===== config.mk =====
export PLATFORM = sky130hd
export DESIGN_NAME = wheel_speed_pi_loop_flat
export DESIGN_NICKNAME = d
export VERILOG_FILES = /design/src/wspl_pkg.sv /design/src/wspl_if.sv /design/src/wspl_mul.sv /design/src/wspl_dp.sv /design/src/wspl_ctrl.sv /design/src/wheel_speed_pi_loop.sv /design/src/flat_wrapper.sv
export SDC_FILE = /design/constraint.sdc
export NUM_CORES = 2
export LEC_CHECK = 0
export BUFFER_PORTS_ARGS = -buffer_cell sky130_fd_sc_hd__buf_4
export CORE_MARGIN = 2
export CORE_UTILIZATION = 40
export DETAILED_ROUTE_END_ITERATION = 10
export PLACE_DENSITY = 0.64
export SETUP_SLACK_MARGIN = 0.4
export SLEW_MARGIN = 20
export SYNTH_ARGS = -nofsm -noshare
export SYNTH_HDL_FRONTEND = slang
export SYNTH_SLANG_ARGS = --single-unit

===== constraint.sdc =====
create_clock -name clk -period 31 [get_ports clk]
set_input_delay 3.1 -clock clk [delete_from_list [all_inputs] [get_ports clk]]
set_output_delay 3.1 -clock clk [all_outputs]
set_load 0.005 [all_outputs]

===== src/wspl_pkg.sv =====
`default_nettype none

package wspl_pkg;

    // payload widths
    localparam int PULSE_W    = 16;
    localparam int TARGET_W   = 21;
    localparam int DRIVE_W    = 17;
    localparam int SPEED_W    = 23;  // rpm and target pulses, Q.8
    localparam int CFG_IDX_W  = 3;
    localparam int CFG_DATA_W = 24;
    localparam int WC_W       = 18;
    localparam int LIM_W      = 16;

    // fixed-point scaling
    localparam int FRAC_Q    = 8;
    localparam int FRAC_GAIN = 16;
    localparam int FRAC_PPR  = 24;
    localparam int DEADBAND  = 256;  // 1.0 in Q.8

    localparam logic [WC_W-1:0] WHEEL_CORR_RESET = 18'd65536;

    // register map
    localparam logic [CFG_IDX_W-1:0] REG_GAIN_PROP     = 3'd0;
    localparam logic [CFG_IDX_W-1:0] REG_GAIN_INTEG    = 3'd1;
    localparam logic [CFG_IDX_W-1:0] REG_GAIN_DERIV    = 3'd2;
    localparam logic [CFG_IDX_W-1:0] REG_WHEEL_CORR    = 3'd3;
    localparam logic [CFG_IDX_W-1:0] REG_PULSES_RPM    = 3'd4;
    localparam logic [CFG_IDX_W-1:0] REG_INTEG_LIMIT   = 3'd5;
    localparam logic [CFG_IDX_W-1:0] REG_DRIVE_LIMIT   = 3'd6;

    typedef enum logic [2:0] {
        MSEL_RPM,
        MSEL_TP,
        MSEL_INT,
        MSEL_PROP,
        MSEL_DERIV
    } msel_t;

    typedef enum logic [3:0] {
        ST_IDLE,
        ST_CLEAR,
        ST_MUL_RPM,
        ST_MUL_TP,
        ST_FILT,
        ST_ERR,
        ST_MUL_INT,
        ST_MUL_PROP,
        ST_MUL_DERIV,
        ST_OUT
    } state_t;

    typedef struct packed {
        logic  load_in;
        logic  clear_state;
        logic  mul_start;
        msel_t mul_sel;
        logic  filt_step;
        logic  err_step;
        logic  out_load;
    } cmd_t;

    typedef struct packed {
        logic mul_done;
    } stat_t;

endpackage

`default_nettype wire


===== src/wspl_if.sv =====
`default_nettype none

interface wspl_in_if;
    import wspl_pkg::*;
    logic                       valid;
    logic                       ready;
    logic signed [PULSE_W-1:0]  pulse_count;
    logic signed [TARGET_W-1:0] target_speed;
    logic                       clear_history;

    modport source (output valid, output pulse_count, output target_speed,
                    output clear_history, input ready);
    modport sink   (input valid, input pulse_count, input target_speed,
                    input clear_history, output ready);
endinterface

interface wspl_out_if;
    import wspl_pkg::*;
    logic                      valid;
    logic                      ready;
    logic signed [DRIVE_W-1:0] drive_value;
    logic                      drive_clamped;

    modport source (output valid, output drive_value, output drive_clamped,
                    input ready);
    modport sink   (input valid, input drive_value, input drive_clamped,
                    output ready);
endinterface

interface wspl_cfg_if;
    import wspl_pkg::*;
    logic                  valid;
    logic                  ready;
    logic [CFG_IDX_W-1:0]  index;
    logic [CFG_DATA_W-1:0] data;

    modport source (output valid, output index, output data, input ready);
    modport sink   (input valid, input index, input data, output ready);
endinterface

`default_nettype wire


===== src/wspl_mul.sv =====
`default_nettype none

// Signed A times unsigned B, two digits of B per product, high digit first.
module wspl_mul #(
    parameter int A_WIDTH = 33,
    parameter int B_WIDTH = 24
) (
    input  logic                               clk,
    input  logic                               rst_n,
    input  logic                               start,
    input  logic signed [A_WIDTH-1:0]          a,
    input  logic        [B_WIDTH-1:0]          b,
    output logic                               done,
    output logic signed [A_WIDTH+B_WIDTH-1:0]  product
);
    localparam int DIG_W  = B_WIDTH / 2;
    localparam int PW     = A_WIDTH + B_WIDTH;
    localparam int PART_W = A_WIDTH + DIG_W + 1;

    logic                      phase_reg;
    logic                      done_reg;
    logic signed [A_WIDTH-1:0] a_reg;
    logic [DIG_W-1:0]          blo_reg;
    logic signed [PW-1:0]      acc_reg;
    logic signed [PW-1:0]      acc_next;

    logic signed [A_WIDTH-1:0] a_sel;
    logic [DIG_W-1:0]          digit;
    logic signed [PART_W-1:0]  partial;

    assign a_sel   = start ? a : a_reg;
    assign digit   = start ? b[B_WIDTH-1:DIG_W] : blo_reg;
    assign partial = a_sel * $signed({1'b0, digit});

    always_comb
    begin
        if (start)
        begin
            acc_next = PW'(partial);
        end
        else
        begin
            acc_next = (acc_reg <<< DIG_W) + PW'(partial);
        end
    end

    always_ff @(posedge clk or negedge rst_n)
    begin
        if (!rst_n)
        begin
            phase_reg <= 1'b0;
            done_reg  <= 1'b0;
        end
        else
        begin
            phase_reg <= start;
            done_reg  <= phase_reg;
        end
    end

    always_ff @(posedge clk)
    begin
        if (start)
        begin
            a_reg   <= a;
            blo_reg <= b[DIG_W-1:0];
        end
        if (start || phase_reg)
        begin
            acc_reg <= acc_next;
        end
    end

    assign done    = done_reg;
    assign product = acc_reg;

endmodule

`default_nettype wire


===== src/wspl_dp.sv =====
`default_nettype none

module wspl_dp #(
    parameter int STATE_WIDTH = 32
) (
    input  logic                                clk,
    input  logic                                rst_n,
    input  wspl_pkg::cmd_t                      cmd,
    output wspl_pkg::stat_t                     stat,
    input  logic                                cfg_write,
    input  logic [wspl_pkg::CFG_IDX_W-1:0]      cfg_index,
    input  logic [wspl_pkg::CFG_DATA_W-1:0]     cfg_data,
    input  logic signed [wspl_pkg::PULSE_W-1:0] pulse_count,
    input  logic signed [wspl_pkg::TARGET_W-1:0] target_speed,
    output logic signed [wspl_pkg::DRIVE_W-1:0] drive_value,
    output logic                                drive_clamped
);
    import wspl_pkg::*;

    localparam int SW   = STATE_WIDTH;
    localparam int AW   = SW + 1;
    localparam int BW   = CFG_DATA_W;
    localparam int PW   = AW + BW;
    localparam int ACCW = PW + 2;

    localparam logic signed [PW-1:0] SAT_HI = {{(PW-SW+1){1'b0}}, {(SW-1){1'b1}}};
    localparam logic signed [PW-1:0] SAT_LO = {{(PW-SW+1){1'b1}}, {(SW-1){1'b0}}};
    localparam logic signed [SW-1:0] ST_MAX = {1'b0, {(SW-1){1'b1}}};
    localparam logic signed [SW-1:0] ST_MIN = {1'b1, {(SW-1){1'b0}}};
    localparam logic signed [SW-1:0] DB_POS = SW'(DEADBAND);

    // configuration
    logic [BW-1:0]    gp_reg, gi_reg, gd_reg, ppr_reg;
    logic [WC_W-1:0]  wc_reg;
    logic [LIM_W-1:0] ilim_reg, dlim_reg;

    // controller state
    logic signed [SW-1:0] integ_reg, filt_reg, prev_reg;

    // working values
    logic signed [PULSE_W-1:0]  count_reg;
    logic signed [TARGET_W-1:0] target_reg;
    logic signed [SPEED_W-1:0]  rpm_reg, tp_reg;
    logic signed [SW-1:0]       err_reg;
    logic signed [ACCW-1:0]     acc_reg;
    logic signed [DRIVE_W-1:0]  drive_value_reg;
    logic                       drive_clamped_reg;

    // multiplier
    logic signed [AW-1:0] mul_a;
    logic [BW-1:0]        mul_b;
    logic                 mul_done;
    logic signed [PW-1:0] prod;

    always_comb
    begin
        case (cmd.mul_sel)
            MSEL_RPM:
            begin
                mul_a = AW'(target_reg);
                mul_b = BW'(wc_reg);
            end
            MSEL_TP:
            begin
                mul_a = AW'(rpm_reg);
                mul_b = ppr_reg;
            end
            MSEL_INT:
            begin
                mul_a = AW'(err_reg);
                mul_b = gi_reg;
            end
            MSEL_PROP:
            begin
                mul_a = AW'(err_reg);
                mul_b = gp_reg;
            end
            MSEL_DERIV:
            begin
                mul_a = AW'(err_reg) - AW'(prev_reg);
                mul_b = gd_reg;
            end
            default:
            begin
                mul_a = AW'(target_reg);
                mul_b = BW'(wc_reg);
            end
        endcase
    end

    wspl_mul #(
        .A_WIDTH (AW),
        .B_WIDTH (BW)
    ) u_mul (
        .clk     (clk),
        .rst_n   (rst_n),
        .start   (cmd.mul_start),
        .a       (mul_a),
        .b       (mul_b),
        .done    (mul_done),
        .product (prod)
    );

    assign stat.mul_done = mul_done;

    // truncation toward zero: bias negative values by 2^n - 1 before the shift
    logic signed [PW-1:0] bias16, bias24, quot16, quot24;
    assign bias16 = {{(PW-FRAC_GAIN){1'b0}}, {FRAC_GAIN{prod[PW-1]}}};
    assign bias24 = {{(PW-FRAC_PPR){1'b0}}, {FRAC_PPR{prod[PW-1]}}};
    assign quot16 = (prod + bias16) >>> FRAC_GAIN;
    assign quot24 = (prod + bias24) >>> FRAC_PPR;

    // integral update with deadband, symmetric clamp, then state saturation
    logic signed [PW-1:0] int_sum, int_lim, int_clamp, int_sat;
    logic                 outside_db;
    assign outside_db = (err_reg > DB_POS) || (err_reg < -DB_POS);
    assign int_sum    = PW'(integ_reg) + quot16;
    assign int_lim    = $signed({{(PW-LIM_W-FRAC_Q){1'b0}}, ilim_reg, {FRAC_Q{1'b0}}});

    always_comb
    begin
        if (int_sum > int_lim)
        begin
            int_clamp = int_lim;
        end
        else if (int_sum < -int_lim)
        begin
            int_clamp = -int_lim;
        end
        else
        begin
            int_clamp = int_sum;
        end
        if (int_clamp > SAT_HI)
        begin
            int_sat = SAT_HI;
        end
        else if (int_clamp < SAT_LO)
        begin
            int_sat = SAT_LO;
        end
        else
        begin
            int_sat = int_clamp;
        end
    end

    // half-and-half filter; result always fits the state width
    logic signed [SW:0] count_q8, filt_sum, filt_half;
    assign count_q8  = (SW+1)'($signed({count_reg, {FRAC_Q{1'b0}}}));
    assign filt_sum  = count_q8 + (SW+1)'(filt_reg);
    assign filt_half = (filt_sum + $signed({{SW{1'b0}}, filt_sum[SW]})) >>> 1;

    // error, saturated on signed overflow of the state width
    logic signed [SW:0]   err_diff;
    logic signed [SW-1:0] err_sat;
    assign err_diff = (SW+1)'(tp_reg) - (SW+1)'(filt_reg);

    always_comb
    begin
        if (err_diff[SW] != err_diff[SW-1])
        begin
            err_sat = err_diff[SW] ? ST_MIN : ST_MAX;
        end
        else
        begin
            err_sat = err_diff[SW-1:0];
        end
    end

    // drive: truncate Q.24 sum toward zero, clamp to the drive limit
    logic signed [ACCW-1:0]    acc_bias, drv_full, drv_lim;
    logic                      drv_over, drv_under;
    logic signed [DRIVE_W-1:0] drv_value;
    assign acc_bias  = {{(ACCW-FRAC_PPR){1'b0}}, {FRAC_PPR{acc_reg[ACCW-1]}}};
    assign drv_full  = (acc_reg + acc_bias) >>> FRAC_PPR;
    assign drv_lim   = $signed({{(ACCW-LIM_W){1'b0}}, dlim_reg});
    assign drv_over  = drv_full > drv_lim;
    assign drv_under = drv_full < -drv_lim;

    always_comb
    begin
        if (drv_over)
        begin
            drv_value = drv_lim[DRIVE_W-1:0];
        end
        else if (drv_under)
        begin
            drv_value = -drv_lim[DRIVE_W-1:0];
        end
        else
        begin
            drv_value = drv_full[DRIVE_W-1:0];
        end
    end

    // configuration and state registers
    always_ff @(posedge clk or negedge rst_n)
    begin
        if (!rst_n)
        begin
            gp_reg    <= '0;
            gi_reg    <= '0;
            gd_reg    <= '0;
            wc_reg    <= WHEEL_CORR_RESET;
            ppr_reg   <= '0;
            ilim_reg  <= '0;
            dlim_reg  <= '0;
            integ_reg <= '0;
            filt_reg  <= '0;
            prev_reg  <= '0;
        end
        else
        begin
            if (cfg_write)
            begin
                case (cfg_index)
                    REG_GAIN_PROP:   gp_reg   <= cfg_data;
                    REG_GAIN_INTEG:  gi_reg   <= cfg_data;
                    REG_GAIN_DERIV:  gd_reg   <= cfg_data;
                    REG_WHEEL_CORR:  wc_reg   <= cfg_data[WC_W-1:0];
                    REG_PULSES_RPM:  ppr_reg  <= cfg_data;
                    REG_INTEG_LIMIT: ilim_reg <= cfg_data[LIM_W-1:0];
                    REG_DRIVE_LIMIT: dlim_reg <= cfg_data[LIM_W-1:0];
                    default:         ;
                endcase
            end
            if (cmd.clear_state)
            begin
                integ_reg <= '0;
                filt_reg  <= '0;
                prev_reg  <= '0;
            end
            else
            begin
                if (cmd.filt_step)
                begin
                    filt_reg <= filt_half[SW-1:0];
                end
                if (mul_done && (cmd.mul_sel == MSEL_INT) && outside_db)
                begin
                    integ_reg <= int_sat[SW-1:0];
                end
                if (mul_done && (cmd.mul_sel == MSEL_DERIV))
                begin
                    prev_reg <= err_reg;
                end
            end
        end
    end

    // working registers
    always_ff @(posedge clk)
    begin
        if (cmd.load_in)
        begin
            count_reg  <= pulse_count;
            target_reg <= target_speed;
        end
        if (mul_done && (cmd.mul_sel == MSEL_RPM))
        begin
            rpm_reg <= $signed(quot16[SPEED_W-1:0]);
        end
        if (mul_done && (cmd.mul_sel == MSEL_TP))
        begin
            tp_reg <= $signed(quot24[SPEED_W-1:0]);
        end
        if (cmd.err_step)
        begin
            err_reg <= err_sat;
        end
        if (mul_done && (cmd.mul_sel == MSEL_PROP))
        begin
            acc_reg <= ACCW'(prod) + (ACCW'(integ_reg) <<< FRAC_GAIN);
        end
        if (mul_done && (cmd.mul_sel == MSEL_DERIV))
        begin
            acc_reg <= acc_reg + ACCW'(prod);
        end
        if (cmd.clear_state)
        begin
            drive_value_reg   <= '0;
            drive_clamped_reg <= 1'b0;
        end
        else if (cmd.out_load)
        begin
            drive_value_reg   <= drv_value;
            drive_clamped_reg <= drv_over || drv_under;
        end
    end

    assign drive_value   = drive_value_reg;
    assign drive_clamped = drive_clamped_reg;

endmodule

`default_nettype wire


===== src/wspl_ctrl.sv =====
`default_nettype none

module wspl_ctrl (
    input  logic            clk,
    input  logic            rst_n,
    input  logic            in_valid,
    input  logic            in_clear,
    output logic            in_ready,
    output logic            out_valid,
    input  logic            out_ready,
    output wspl_pkg::cmd_t  cmd,
    input  wspl_pkg::stat_t stat
);
    import wspl_pkg::*;

    state_t state_reg, state_next;
    logic   issued_reg, issued_next;
    logic   out_valid_reg, out_valid_next;
    logic   out_free;
    logic   mul_state;

    assign out_free = !out_valid_reg || out_ready;

    always_comb
    begin
        state_next = state_reg;
        case (state_reg)
            ST_IDLE:
            begin
                if (in_valid)
                begin
                    state_next = in_clear ? ST_CLEAR : ST_MUL_RPM;
                end
            end
            ST_CLEAR:     if (out_free)      state_next = ST_IDLE;
            ST_MUL_RPM:   if (stat.mul_done) state_next = ST_MUL_TP;
            ST_MUL_TP:    if (stat.mul_done) state_next = ST_FILT;
            ST_FILT:                         state_next = ST_ERR;
            ST_ERR:                          state_next = ST_MUL_INT;
            ST_MUL_INT:   if (stat.mul_done) state_next = ST_MUL_PROP;
            ST_MUL_PROP:  if (stat.mul_done) state_next = ST_MUL_DERIV;
            ST_MUL_DERIV: if (stat.mul_done) state_next = ST_OUT;
            ST_OUT:       if (out_free)      state_next = ST_IDLE;
            default:                         state_next = ST_IDLE;
        endcase
    end

    always_comb
    begin
        cmd         = '0;
        cmd.mul_sel = MSEL_RPM;
        mul_state   = 1'b0;
        case (state_reg)
            ST_IDLE:      cmd.load_in     = in_valid;
            ST_CLEAR:     cmd.clear_state = out_free;
            ST_MUL_RPM:
            begin
                mul_state   = 1'b1;
                cmd.mul_sel = MSEL_RPM;
            end
            ST_MUL_TP:
            begin
                mul_state   = 1'b1;
                cmd.mul_sel = MSEL_TP;
            end
            ST_FILT:      cmd.filt_step   = 1'b1;
            ST_ERR:       cmd.err_step    = 1'b1;
            ST_MUL_INT:
            begin
                mul_state   = 1'b1;
                cmd.mul_sel = MSEL_INT;
            end
            ST_MUL_PROP:
            begin
                mul_state   = 1'b1;
                cmd.mul_sel = MSEL_PROP;
            end
            ST_MUL_DERIV:
            begin
                mul_state   = 1'b1;
                cmd.mul_sel = MSEL_DERIV;
            end
            ST_OUT:       cmd.out_load    = out_free;
            default:      ;
        endcase
        cmd.mul_start = mul_state && !issued_reg;

        issued_next = issued_reg;
        if (cmd.mul_start)
        begin
            issued_next = 1'b1;
        end
        else if (stat.mul_done)
        begin
            issued_next = 1'b0;
        end

        if (cmd.clear_state || cmd.out_load)
        begin
            out_valid_next = 1'b1;
        end
        else if (out_ready)
        begin
            out_valid_next = 1'b0;
        end
        else
        begin
            out_valid_next = out_valid_reg;
        end
    end

    always_ff @(posedge clk or negedge rst_n)
    begin
        if (!rst_n)
        begin
            state_reg     <= ST_IDLE;
            issued_reg    <= 1'b0;
            out_valid_reg <= 1'b0;
        end
        else
        begin
            state_reg     <= state_next;
            issued_reg    <= issued_next;
            out_valid_reg <= out_valid_next;
        end
    end

    assign in_ready  = (state_reg == ST_IDLE);
    assign out_valid = out_valid_reg;

endmodule

`default_nettype wire


===== src/wheel_speed_pi_loop.sv =====
`default_nettype none

// channel   role    payload
// sample    sink    pulse_count[15:0] s, target_speed[20:0] s, clear_history
// result    source  drive_value[16:0] s, drive_clamped
// cfg       sink    index[2:0], data[23:0]; always ready
//
// A control request runs five products through the one shared multiplier,
// each taken as two 12-bit digits of its B operand (gain, wheel correction
// or pulses per rpm), plus filter, error and drive steps.
// A clear request takes only the clear step. Reset clears gains, limits and all three
// state words (wheel correction resets to 1.0). A stalled result holds the
// controller in its last step; the next request is still taken meanwhile.

module wheel_speed_pi_loop #(
    parameter int STATE_WIDTH = 32   // integral, filter and error words, 24..48
) (
    input  logic       clk,
    input  logic       rst_n,
    wspl_in_if.sink    sample,
    wspl_out_if.source result,
    wspl_cfg_if.sink   cfg
);
    import wspl_pkg::*;

    cmd_t  cmd;
    stat_t stat;

    // registers take a write every cycle; the user must write only while idle (not enforced)
    assign cfg.ready = 1'b1;

    // sequencer: one state per step, waits on the multiplier and on the
    // result register being free before loading it
    wspl_ctrl u_ctrl (
        .clk       (clk),
        .rst_n     (rst_n),
        .in_valid  (sample.valid),
        .in_clear  (sample.clear_history),
        .in_ready  (sample.ready),
        .out_valid (result.valid),
        .out_ready (result.ready),
        .cmd       (cmd),
        .stat      (stat)
    );

    // datapath: config registers, loop state, shared multiplier and the
    // result register
    wspl_dp #(
        .STATE_WIDTH (STATE_WIDTH)
    ) u_dp (
        .clk           (clk),
        .rst_n         (rst_n),
        .cmd           (cmd),
        .stat          (stat),
        .cfg_write     (cfg.valid),
        .cfg_index     (cfg.index),
        .cfg_data      (cfg.data),
        .pulse_count   (sample.pulse_count),
        .target_speed  (sample.target_speed),
        .drive_value   (result.drive_value),
        .drive_clamped (result.drive_clamped)
    );

endmodule

`default_nettype wire


===== src/flat_wrapper.sv =====
// flat-port wrapper written by rule: the top's interface ports become plain ports
module wheel_speed_pi_loop_flat import wspl_pkg::*;
#(
    parameter int STATE_WIDTH = 32                                              
)
  (clk, rst_n, sample_valid, sample_pulse_count, sample_target_speed, sample_clear_history, sample_ready, result_valid, result_drive_value, result_drive_clamped, result_ready, cfg_valid, cfg_index, cfg_data, cfg_ready);
  wspl_in_if sample_i ();
  wspl_out_if result_i ();
  wspl_cfg_if cfg_i ();
  input  logic clk;
  input  logic rst_n;
  input wire logic [$bits(sample_i.valid)-1:0] sample_valid;
  input wire logic [$bits(sample_i.pulse_count)-1:0] sample_pulse_count;
  input wire logic [$bits(sample_i.target_speed)-1:0] sample_target_speed;
  input wire logic [$bits(sample_i.clear_history)-1:0] sample_clear_history;
  output wire logic [$bits(sample_i.ready)-1:0] sample_ready;
  output wire logic [$bits(result_i.valid)-1:0] result_valid;
  output wire logic [$bits(result_i.drive_value)-1:0] result_drive_value;
  output wire logic [$bits(result_i.drive_clamped)-1:0] result_drive_clamped;
  input wire logic [$bits(result_i.ready)-1:0] result_ready;
  input wire logic [$bits(cfg_i.valid)-1:0] cfg_valid;
  input wire logic [$bits(cfg_i.index)-1:0] cfg_index;
  input wire logic [$bits(cfg_i.data)-1:0] cfg_data;
  output wire logic [$bits(cfg_i.ready)-1:0] cfg_ready;
  assign sample_i.valid = sample_valid;
  assign sample_i.pulse_count = sample_pulse_count;
  assign sample_i.target_speed = sample_target_speed;
  assign sample_i.clear_history = sample_clear_history;
  assign sample_ready = sample_i.ready;
  assign result_valid = result_i.valid;
  assign result_drive_value = result_i.drive_value;
  assign result_drive_clamped = result_i.drive_clamped;
  assign result_i.ready = result_ready;
  assign cfg_i.valid = cfg_valid;
  assign cfg_i.index = cfg_index;
  assign cfg_i.data = cfg_data;
  assign cfg_ready = cfg_i.ready;
  wheel_speed_pi_loop #(.STATE_WIDTH(STATE_WIDTH)) u_core (.clk(clk), .rst_n(rst_n), .sample(sample_i), .result(result_i), .cfg(cfg_i));
endmodule

# Word-level counts from Yosys, hierarchy flattened
# Index checks and enable logic that the tools add are counted.
[totals] reg_bits=544 in_bits=70 out_inout_bits=21 elab_cells=151
[op_classes] add_sub_neg=14 n_mul=1 magnitude_cmp=8 eq_ne=27 n_mux=41 n_reduce_logical=34
[ops] operator="32-bit two-way mux" count=10
[ops] operator="57-bit two-way mux" count=3
[ops] operator="59-bit two-way mux" count=2
[ops] operator="33-bit case mux with 3 select lines" count=1
[ops] operator="24-bit case mux with 4 select lines" count=1
[ops] operator="59-bit by 25-bit adder with 59-bit output" count=1
[ops] operator="59-bit by 57-bit adder with 59-bit output" count=1
[ops] operator="35-bit by 59-bit < comparator with 1-bit output" count=1
[ops] operator="16-bit negator with 59-bit output" count=1
[ops] operator="57-bit by 48-bit adder with 58-bit output" count=1
[ops] operator="57-bit by 17-bit adder with 57-bit output" count=1
[ops] operator="57-bit by 46-bit adder with 57-bit output" count=1
[ops] operator="57-bit by 32-bit > comparator with 1-bit output (second input constant)" count=1
[ops] operator="42-bit by 57-bit < comparator with 1-bit output" count=1
[ops] operator="57-bit by 32-bit < comparator with 1-bit output (second input constant)" count=1
[ops] operator="24-bit negator with 57-bit output" count=1
[ops] operator="47-bit by 25-bit adder with 47-bit output" count=1
[ops] operator="33-bit by 13-bit multiplier with 46-bit output" count=1
[ops] operator="32-bit by 41-bit adder with 42-bit output" count=1
[ops] operator="42-bit by 25-bit > comparator with 1-bit output" count=1
[ops] operator="4-bit case mux with 9 select lines" count=1
[ops] operator="35-bit by 17-bit > comparator with 1-bit output" count=1
[ops] operator="17-bit two-way mux" count=2
[ops] operator="24-bit by 32-bit adder with 33-bit output" count=1
[ops] operator="other kinds (32)" count=88

# Longest topological paths before layout
[logic_depth] word_depth=10 mapped_depth=49 mapped_depth_nobuf=49

# Modules after synthesis
# A second synthesis with hierarchy kept.
[hier_totals] hier_cells=6496 area_unflattened_um2=57289.9
[modules_own_cells] module="wspl_dp" instances=1 cells_each=4193 area_each_um2=37085.6 seq_area_each_um2=11642.4
[modules_own_cells] module="wspl_mul" instances=1 cells_each=2250 area_each_um2=19731.4 seq_area_each_um2=2782.7
[modules_own_cells] module="wspl_ctrl" instances=1 cells_each=51 area_each_um2=461.7 seq_area_each_um2=150.1
[modules_own_cells] module="wheel_speed_pi_loop" instances=1 cells_each=2 area_each_um2=11.3 seq_area_each_um2=0.0

# Least setup slack after synthesis
# OpenSTA, ideal clock, no wires.
[synth_timing] path_type="reg-to-reg" startpoint="register u_core.u_dp.err_reg[0]" endpoint="register u_core.u_dp.u_mul.acc_reg[56] (netlist: u_core.u_dp.u_mul.product[56]) (data pin)" setup_ns=0.283 arrival_time_ns=10.317 required_time_ns=30.717 path_slack_ns=20.400 stages_incl_launch_ff=48 n_path_buf=1 period_less_slack_ns=10.600 cell_sequence="edfxtp_1 inv_1 ha_1 fa_1 nand2b_1 a21boi_0 o21ai_0 a311oi_1 a311oi_1 o211ai_1 nand3_1 and3b_1 xnor2_1 a221oi_1 clkinv_1 nand2_1 fa_1 inv_1 [... 12 more ...] nor3_1 a21oi_1 a22oi_1 o21ai_0 nor2_1 ha_1 clkbuf_1 a21oi_1 o21bai_1 a21o_1 a21oi_1 nor2b_1 o21ai_0 nand2b_1 a221oi_1 xnor2_1 nand2_1 xnor2_1"
[synth_via] elab_chain_cells=6
[synth_rtl] element="from (decl)" line_no="wspl_dp.sv:44" text="logic signed [SW-1:0] err_reg;"
[synth_rtl] element="from (signal assigned)" line_no="wspl_dp.sv:270" text="err_reg <= err_sat;"
[synth_rtl] element="32-bit by 32-bit subtractor with 33-bit output *" line_no="wspl_dp.sv:80" text="mul_a = AW'(err_reg) - AW'(prev_reg);"
[synth_rtl] element="33-bit case mux with 3 select lines *" line_no="wspl_dp.sv:57" text="case (cmd.mul_sel)"
[synth_rtl] element="33-bit two-way mux *"
[synth_rtl] element="via u_core.u_dp.u_mul.a_sel[22]" line_no="wspl_mul.sv:27" text="logic signed [A_WIDTH-1:0] a_sel;"
[synth_rtl] element="33-bit by 13-bit multiplier with 46-bit output *" line_no="wspl_mul.sv:33" text="assign partial = a_sel * $signed({1'b0, digit});"
[synth_rtl] element="57-bit by 46-bit adder with 57-bit output" line_no="wspl_mul.sv:43" text="acc_next = (acc_reg <<< DIG_W) + PW'(partial);"
[synth_rtl] element="57-bit two-way mux *" line_no="wspl_mul.sv:37" text="if (start)"
[synth_rtl] element="via u_core.u_dp.u_mul.acc_next[56]" line_no="wspl_mul.sv:25" text="logic signed [PW-1:0] acc_next;"
[synth_rtl] element="to (signal assigned)" line_no="wspl_mul.sv:70" text="acc_reg <= acc_next;"
[synth_rtl] element="to (decl)" line_no="wspl_mul.sv:24" text="logic signed [PW-1:0] acc_reg;"
# Mark *: on every way through the listed nets, which the timed path passes. The rest lies on a longest branch.
# A chain may end at the register's enable or synchronous reset.

# Final worst setup path
[layout_timing] startpoint="register u_core.u_ctrl.state_reg[0]" endpoint="register u_core.u_dp.u_mul.acc_reg[55] (netlist: u_core.u_dp.u_mul.product[55]) (data pin)"
[layout_via] elab_chain_cells=9 elab_cells_between_ends=21 cone_classes="1 x add/sub; 1 x mul; 9 x eq/ne; 7 x mux; 3 x reduce/logical"
[layout_rtl] element="from (decl)" line_no="wspl_ctrl.sv:16" text="state_t state_reg, state_next;"
[layout_rtl] element="from (signal assigned)" line_no="wspl_ctrl.sv:122" text="state_reg <= state_next;"
[layout_rtl] element="4-bit == test, or another cell as far along" line_no="wspl_ctrl.sv:53" text="case (state_reg)"
[layout_rtl] element="3-bit case mux with 4 select lines" line_no="wspl_ctrl.sv:53"
[layout_rtl] element="3-bit by 2-bit == test with 1-bit output" line_no="wspl_dp.sv:57"
[layout_rtl] element="2-bit OR reduction (no line)"
[layout_rtl] element="33-bit case mux with 3 select lines" line_no="wspl_dp.sv:57"
[layout_rtl] element="33-bit two-way mux *"
[layout_rtl] element="via u_core.u_dp.u_mul.a_sel[22]" line_no="wspl_mul.sv:27"
[layout_rtl] element="33-bit by 13-bit multiplier with 46-bit output *" line_no="wspl_mul.sv:33"
[layout_rtl] element="57-bit by 46-bit adder with 57-bit output" line_no="wspl_mul.sv:43"
[layout_rtl] element="57-bit two-way mux *" line_no="wspl_mul.sv:37"
[layout_rtl] element="via u_core.u_dp.u_mul.acc_next[55]" line_no="wspl_mul.sv:25"
# Marks and branches as above.

==> results.sh <==
export IMPL_slew_limit_headroom_pct=23.5
export IMPL_maxSlewViolCount=0
export IMPL_fmax_mhz=77.1
export IMPL_num_rows=138
export IMPL_end_kind="register"
export IMPL_fin_nets=7437
export IMPL_crit_arrival_ns=13.38
export IMPL_layout_min_cycle_time_ns=12.96
export IMPL_largest_reg_flops=59
export IMPL_r2r_setup_slack_ns=18.04
export IMPL_r2r_cells=42
export IMPL_finalSetupViolations=0
export IMPL_maxCapViolCount=0
export IMPL_worstSetupPathType="register to register"
export IMPL_critPathSlowestCell="a221oi_1"
export IMPL_cpPeakStageDelay_ns=0.87
export IMPL_hold_path_depth=0
export IMPL_place_congestion=1.01
export IMPL_synthDistinctLibCells=101
export IMPL_hold_path_class="register to register"
export IMPL_drc=0
export IMPL_worstSetupStartpointType="register"
export IMPL_yosys_most_used_dff="dfrtp_1"
export IMPL_clkTransAtPathRegs_ns=0.06
export IMPL_async_flop_share_pct=46.0
export IMPL_ys_top_cells_by_area="edfxtp_1 13%, fa_1 12%, ha_1 12%"
export IMPL_rsz0062_at_grt="false"
export IMPL_syn2layout_area_growth_pct=9.18
export IMPL_setup_tns_ns=0
export IMPL_cp_common_cell="fa_1"
export IMPL_drive_gt1_share_pct=8.14
export IMPL_required_ns=31.42
export IMPL_place_ws_ns=18.08
export IMPL_cts_buffers=67
export IMPL_die_x_um=382
export IMPL_io_pins=91
export IMPL_grt_max_degree=112
export IMPL_port_buffers=89
export IMPL_worst_path_max_fanout=64
export IMPL_track_usage_pct=26.0
export IMPL_grt_pass1_vias=47805
export IMPL_ys_seq_area_share_pct=25.5
export IMPL_cts_tree="yes"
export IMPL_cts_hold_fix_buffers=0
export IMPL_ys_ff_latch=544
export IMPL_initial_core_util_pct=40.3
export IMPL_synthDominantCellAreaShare_pct=12.8
export IMPL_reg2reg_to="u_core.u_dp.u_mul.product[55]"
export IMPL_clock_sinks=544
export IMPL_worst_skew_pair_late_latency_ns=0.69
export IMPL_vias_per_cell=5.83
export IMPL_core_um2=142000
export IMPL_cts_htree_levels=3
export IMPL_overflow=0
export IMPL_holdPathEnd="u_core.u_dp.u_mul.done"
export IMPL_wl_per_cell_um=22.9
export IMPL_ctsResizeCount=0
export IMPL_grt_pass1_wl_mm=292
export IMPL_hold_viol=0
export IMPL_die_y_um=382
export IMPL_dpl_hpwl_mm=150
export IMPL_hold_start="u_core.u_dp.u_mul.phase_reg"
export IMPL_yosysWarningCount=0
export IMPL_drt_wl_total_mm=192
export IMPL_via_count=48988
export IMPL_syn_inst=6449
export IMPL_cts_buffer_depth=3
export IMPL_drt_pass1_iterations=7
export IMPL_antenna_found_initial=14
export IMPL_outcome="finished clean"
export IMPL_syn_avg_cell_area_um2=8.87
export IMPL_cts_root_buffer="clkbuf_16"
export IMPL_finalCritPeriodShare_pct=41.8
export IMPL_syn_nets=7432
export IMPL_regToRegStartpoint="u_core.u_ctrl.state_reg[0]"
export IMPL_finClkSkew_ns=0.0317
export IMPL_drt_iter0_drc=4511
export IMPL_synth_edf_count=243
export IMPL_yosysTopAreaCell="edfxtp_1"
export IMPL_setup_ws_ns=18.04
export IMPL_dieArea_um2=146000
export IMPL_worstMarginPinSlew_ns=1.14
export IMPL_cts_setup_buffers=0
export IMPL_antenna_left=0
export IMPL_syn_area_um2=57200
routing by layer:
| layer | global-route usage [%] | vias to the layer above | routed length, µm |
|---|---|---|---|
| met1 | 35.2 | 24052 | 82000 |
| met4 | 11.8 | 10 | 9490 |
| li1 | - | 22712 | - |
| met5 | 0 | - | 62 |
| met2 | 40.3 | 1850 | 84700 |
| met3 | 4.86 | 364 | 15900 |
synthesized netlist by cell type, types with 34 or more instances:
cell type  instances
inv_1            675
nand2_1          639
ha_1             558
nor2_1           468
a21oi_1          435
fa_1             355
o21ai_0          290
xnor2_1          260
dfrtp_1          249
edfxtp_1         243
clkbuf_1         206
a21o_1           200
mux2_2           160
nand3_1          151
xor2_1           142
nor2b_1          108
nor3_1            93
nand4_1           91
a31oi_1           76
nand2b_1          70
and3_1            68
o21a_1            63
o211ai_1          55
dfxtp_1           51
a211oi_1          47
nor4_1            47
o21bai_1          45
mux2i_1           43
a222oi_1          40
and2_1            40
a22o_1            34
or3_1             34
worst max path at each step:
| stage | slack, ns | depth (start not counted) | endpoint | from |
|---|---|---|---|---|
| finish | 18.04 | 42 | u_core.u_dp.u_mul.product[55] | u_core.u_ctrl.state_reg[0] |
| detailed placement | 18.08 | 42 | u_core.u_dp.u_mul.product[55] | u_core.u_ctrl.state_reg[0] |
| global route | 17.18 | 42 | u_core.u_dp.u_mul.product[55] | u_core.u_ctrl.state_reg[0] |
| floorplan | 20.40 | 47 | u_core.u_dp.u_mul.product[56] | u_core.u_dp.err_reg[0] |
| CTS | 17.98 | 42 | u_core.u_dp.u_mul.product[55] | u_core.u_ctrl.state_reg[0] |
| global placement | 18.03 | 42 | u_core.u_dp.u_mul.product[55] | u_core.u_ctrl.state_reg[0] |
placed cells by master (no fill, tap or decap), drive strengths merged, types with 151 or more instances in the layout:
master  synthesis  final
buf            25    170
inv           675    676
mux2          160    160
ha            558    558
a21o          200    200
dfrtp         249    249
nand2         639    639
fa            355    355
nor2          470    470
edfxtp        243    243
o21ai         297    297
a21oi         438    438
xnor2         260    260
nand3         151    151
per-stage QoR:
stage | util, % | instance area, µm² | cells | hold slack [ns]
after global routing | 44.0 | 62400 | 8399 | 0.386
after CTS | 44.0 | 62400 | 8398 | 0.365
after detailed placement | 42.4 | 60200 | 8275 | 0.352
after global placement | 42.4 | 60100 | 8273 | 0.348
after floorplan | - | 57200 | 6449 | 0.346
final | 44.0 | 62400 | 8401 | 0.363
critical path: cells and delay by family (launching register included):
kind                     cells  cell delay [ns]
AO/OA/AOI/OAI               16             4.44
XOR/XNOR                     2             0.28
adder cells (fa/ha/maj)      7             3.18
buffers and inverters        8             2.29
flip-flops                   1             0.65
AND/OR/NAND/NOR              9             1.78
cells by family (layout without fill, tap and decap cells):
kind of cell,count (synthesis),in the layout,synth area share (%)
compound gates,1546,1546,17.7
xor+xnor,402,402,6.16
fa+ha+maj,917,917,24.7
buf+inv,920,979,6.08
flops,544,544,25.5
mux,203,203,3.90
other cells,1,4,0.00656
simple gates,1916,1916,15.9
layout make-up:
cell class	instances	area [µm²]
Clock buffer	87	1810
Tap cell	1890	2360
Sequential cell	544	14600
Antenna cell	3	7.51
Timing Repair Buffer	170	1280
Inverter	686	2580
Fill cell	13709	79300
Clock inverter	36	455
Multi-Input combinational cell	4985	39400
Power is not shown: default switching activity piles up to over one toggle a cycle in this logic, so the estimate is an artifact.
